--- src/rtl/core/ianc_pkg.sv ---
package ianc_pkg;

    localparam int ENTRIES   = 64;
    localparam int IDLE_BITS = 16;
    localparam int SLOT_W    = $clog2(ENTRIES);
    localparam int FILL_W    = $clog2(ENTRIES + 1);

    localparam logic [IDLE_BITS-1:0] IDLE_MAX = {IDLE_BITS{1'b1}};
    localparam logic [IDLE_BITS:0]   DIR_AGE  = (IDLE_BITS+1)'(1);
    localparam logic [IDLE_BITS:0]   FILE_AGE = (IDLE_BITS+1)'(10);

    typedef enum logic [1:0] {
        MODE_LOOKUP  = 2'd0,
        MODE_INSERT  = 2'd1,
        MODE_INV_VOL = 2'd2,
        MODE_INV_ALL = 2'd3
    } mode_t;

    typedef enum logic [1:0] {
        ST_IDLE,
        ST_SCAN,
        ST_PLACE,
        ST_RESP
    } st_t;

    typedef struct packed {
        logic [7:0]           volume;
        logic [31:0]          dev;
        logic [31:0]          inode;
        logic                 is_dir;
        logic [IDLE_BITS-1:0] idle;
    } payload_t;

    typedef struct packed {
        logic     valid;
        payload_t pay;
    } entry_t;

    typedef struct packed {
        mode_t       mode;
        logic [7:0]  volume;
        logic [31:0] dev;
        logic [31:0] inode;
        logic        is_dir;
        logic        vol_changed;
    } req_t;

    typedef struct packed {
        logic shift_en;
        logic clr_all;
    } cell_ctl_t;

endpackage

--- src/rtl/core/ianc_cell.sv ---
module ianc_cell (
    input  logic                aclk,
    input  logic                aresetn,
    input  ianc_pkg::cell_ctl_t ctl,
    input  logic                wr_en,
    input  ianc_pkg::entry_t    wr_data,
    input  ianc_pkg::entry_t    nbr,
    output ianc_pkg::entry_t    cur
);

    logic               valid_reg;
    ianc_pkg::payload_t pay_reg;

    // Valid bit: clear all, direct write, or take the neighbor's
    always_ff @(posedge aclk) begin
        if (!aresetn) begin
            valid_reg <= 1'b0;
        end else if (ctl.clr_all) begin
            valid_reg <= 1'b0;
        end else if (wr_en) begin
            valid_reg <= wr_data.valid;
        end else if (ctl.shift_en) begin
            valid_reg <= nbr.valid;
        end
    end

    // Payload: direct write or take the neighbor's, no reset
    always_ff @(posedge aclk) begin
        if (wr_en) begin
            pay_reg <= wr_data.pay;
        end else if (ctl.shift_en) begin
            pay_reg <= nbr.pay;
        end
    end

    assign cur.valid = valid_reg;
    assign cur.pay   = pay_reg;

endmodule

--- config.mk ---
export PLATFORM = sky130hd
export DESIGN_NAME = ianc_cell
export DESIGN_NICKNAME = d
export VERILOG_FILES = /design/src/rtl/core/ianc_pkg.sv /design/src/rtl/core/ianc_cell.sv
export SDC_FILE = /design/constraint.sdc
export NUM_CORES = 1
export LEC_CHECK = 0
export BUFFER_PORTS_ARGS = -buffer_cell sky130_fd_sc_hd__buf_2
export CAP_MARGIN = 0
export CORE_AREA = 2 2 107 109
export CTS_CLUSTER_DIAMETER = 30
export DETAILED_ROUTE_END_ITERATION = 10
export DIE_AREA = 0 0 109 111
export HOLD_SLACK_MARGIN = 0.1
export PLACE_DENSITY = 0.75
export REMOVE_ABC_BUFFERS = 1
export SLEW_MARGIN = 0
export SYNTH_ARGS = -nofsm -noshare
export SYNTH_HDL_FRONTEND = slang
export SYNTH_SLANG_ARGS = --single-unit
--- constraint.sdc ---
create_clock -name aclk -period 2.72 [get_ports aclk]
set_clock_uncertainty 0.05 [all_clocks]
set_input_delay 0.272 -clock aclk [delete_from_list [all_inputs] [get_ports aclk]]
set_output_delay 0.272 -clock aclk [all_outputs]
set_load 0.02 [all_outputs]
==> results.txt <==
CP required = 2.68 ns
GRT Overall Usage = 0.1414
Warnings, synthesis = 0
IO Port Bufs = 274
main combinational cell family by area after synthesis = multiplexers
drt total wl = 8888 µm
top-area cell type share of the netlist area = 0.6913
outcome = completed
wire per inst = 14.36 µm
first-pass GRT wire length = 12970 µm
adder-cell area share of the yosys netlist = 0
synthesized flop and latch total = 90
flop2flop setup slack = 1.80 ns
total power = 3.558 mW
syn avg cell area = 19.73 µm²
Area contributors post-synth = edfxtp_1 (69%), mux2_2 (26%), buf_6 (2.6%), a2111oi_4 (0.71%), dfxtp_1 (0.52%)
DR vias/cell = 4.405
Slew Viols, Final = 0
row cnt = 39
worst r2r src = valid_reg
final worst-path cycle share = 0.4879
Diodes inserted = 0
Fillers = 960
post-route antenna net violation count = 0
Clock transition at path regs = 0.06 ns
hold path depth = 3
CTS H-Tree Depth = 3
worst IR drop on VDD = 0.3420 mV
Leak = 2.530 nW
Nets = 658
RePlAce Congestion = 0.7276
arrival time of the worst setup path = 1.29 ns
Worst Hold Path EP = valid_reg
crit end category = flop
1st-iter DRT viols = 92
total gr overflow = 0
Placeable Area = 11080 µm²
FF-to-FF End = valid_reg
Synth Cell Area = 3866 µm²
Initial Util = 0.3490
post-synth cell types = 11
post-route minimum period = 1.327 ns
RSZ-0062 raised after global routing = false
clock sinks = 90
Die X = 109 µm
initial antenna violation count = 0
pin count of the biggest net entering global routing = 92
post-synthesis instance total = 196
Worst Hold Class = in -> reg
sequential area share after synthesis = 0.6964
fin worst setup slack = 1.393 ns
Die ar. = 12100 µm²
Max transition margin = 0.5777
Area Overhead vs Synth = 45.66%
Die H = 111 µm
mux share of post-synthesis cell area = 0.2618
final setup TNS = 0 ns
TritonRoute pass-1 iters = 4
worst slew pin tran = 0.6334 ns
CP Class = in -> reg
type of origin of the critical path = primary input
Max Clk Rate = 753.6 MHz
CTS tree = done
critical-path maximum fanout = 46
clock tree buffer depth = 2
number of global-route vias before repair = 2775
Synth Area in Compound Gates = 0.007120
post-synthesis simple-gate area fraction = 0.003236
Final Hold Fails = 0
Reg2Reg Depth = 2
max reg flops = 89
cell taking the most area after synthesis = edfxtp_1
detailed placement HPWL = 6839 µm
clk_lat worst skew = 0.32 ns
Post-Synth XOR/XNOR Area = 0
hold path start = aresetn
CTS root buffer = clkbuf_16
number of I/O pins = 275
DRC viols = 0
layout cells sized above 1 = 0.7983
total CTS buffers = 9
pre-CTS WS = 1.033 ns
# setup viols final = 0
Pwr per Cell Area = 631.9 nW/µm²
via count = 2727
Max-Cap Viols = 0
## Yosys cell counts
library cell and instances:
edfxtp_1 89, mux2_2 89, buf_6 9, inv_1 2, a2111oi_4 1, buf_2 1, buf_4 1, dfxtp_1 1
mux2i_1 1, nor2b_1 1, or2_2 1
## metal layers
metal,vias to the layer above,GRT usage,routed length (µm)
met2,159,0.2530,4462
li1,1322,-,-
met1,1233,0.1477,3304
met5,-,0,0
met4,0,0.06838,191
met3,13,0.04233,931
## worst max-delay path by stage
| stage | start | endpoint | slack [ns] | cells after the start |
|---|---|---|---|---|
| finish | ctl[1] | cur[46] | 1.39 | 3 |
| global route | ctl[1] | cur[36] | 1.30 | 3 |
| CTS | ctl[1] | cur[46] | 1.39 | 3 |
| detailed placement | ctl[1] | cur[79] | 1.03 | 3 |
| global placement | ctl[1] | cur[87] | 1.06 | 3 |
| floorplan | ctl[1] | cur[0] | 0.87 | 1 |
## through the flow
step / instance area (µm²) / hold WS (ns) / utilization / instances
2_1_floorplan: 3752 / 0.2973 / - / 185
3_3_place_gp: 5348 / 0.4190 / 0.4828 / 604
3_5_place_dp: 5348 / 0.4213 / 0.4828 / 604
4_1_cts: 5632 / 0.1431 / 0.5084 / 619
5_1_grt: 5632 / 0.1488 / 0.5084 / 619
6_report: 5632 / 0.1553 / 0.5084 / 619
## worst max-delay path, cell delays in order
cell    delay (ns)
buf_2         0.11
or2_4         0.52
buf_12        0.33
## layout by cell type, fill, tap and decap left out, types with 2 or more instances in the layout
master / instances
buf_12: 2
mux2_2: 89
edfxtp_1: 89
inv_1: 2
buf_2: 273
clkbuf_16: 9
clkinv_2: 3
## layout make-up
cell class	instances	area (µm²)	share of cell area
Clock buffer	10	229.0	0.04066
Tap cell	143	178.9	0.03177
Inverter	2	7.507	0.001333
Multi-Input combinational cell	93	1055	0.1873
Sequential cell	90	2693	0.4781
Timing Repair Buffer	277	1424	0.2528
Clock inverter	4	45.04	0.007998
## power by group
part	internal (mW)	switching, mW	leakage [nW]	total (mW)
registers	1.70	0.0345	0.915	1.73
clock network	0.696	0.467	0.138	1.16
logic	0.292	0.369	1.48	0.661
## kinds of logic after synthesis
kind of cell / after synthesis
flops: 90
mux: 90
simple gates: 2
buf+inv: 13
compound gates: 1
## what timing repair did
item,4_1_cts,5_1_grt
gates resized for setup,0,0
endpoints found under the hold margin,1,0
hold buffers,1,0
setup buffers,0,0
Note: power is estimated with default switching activity, not from simulation.
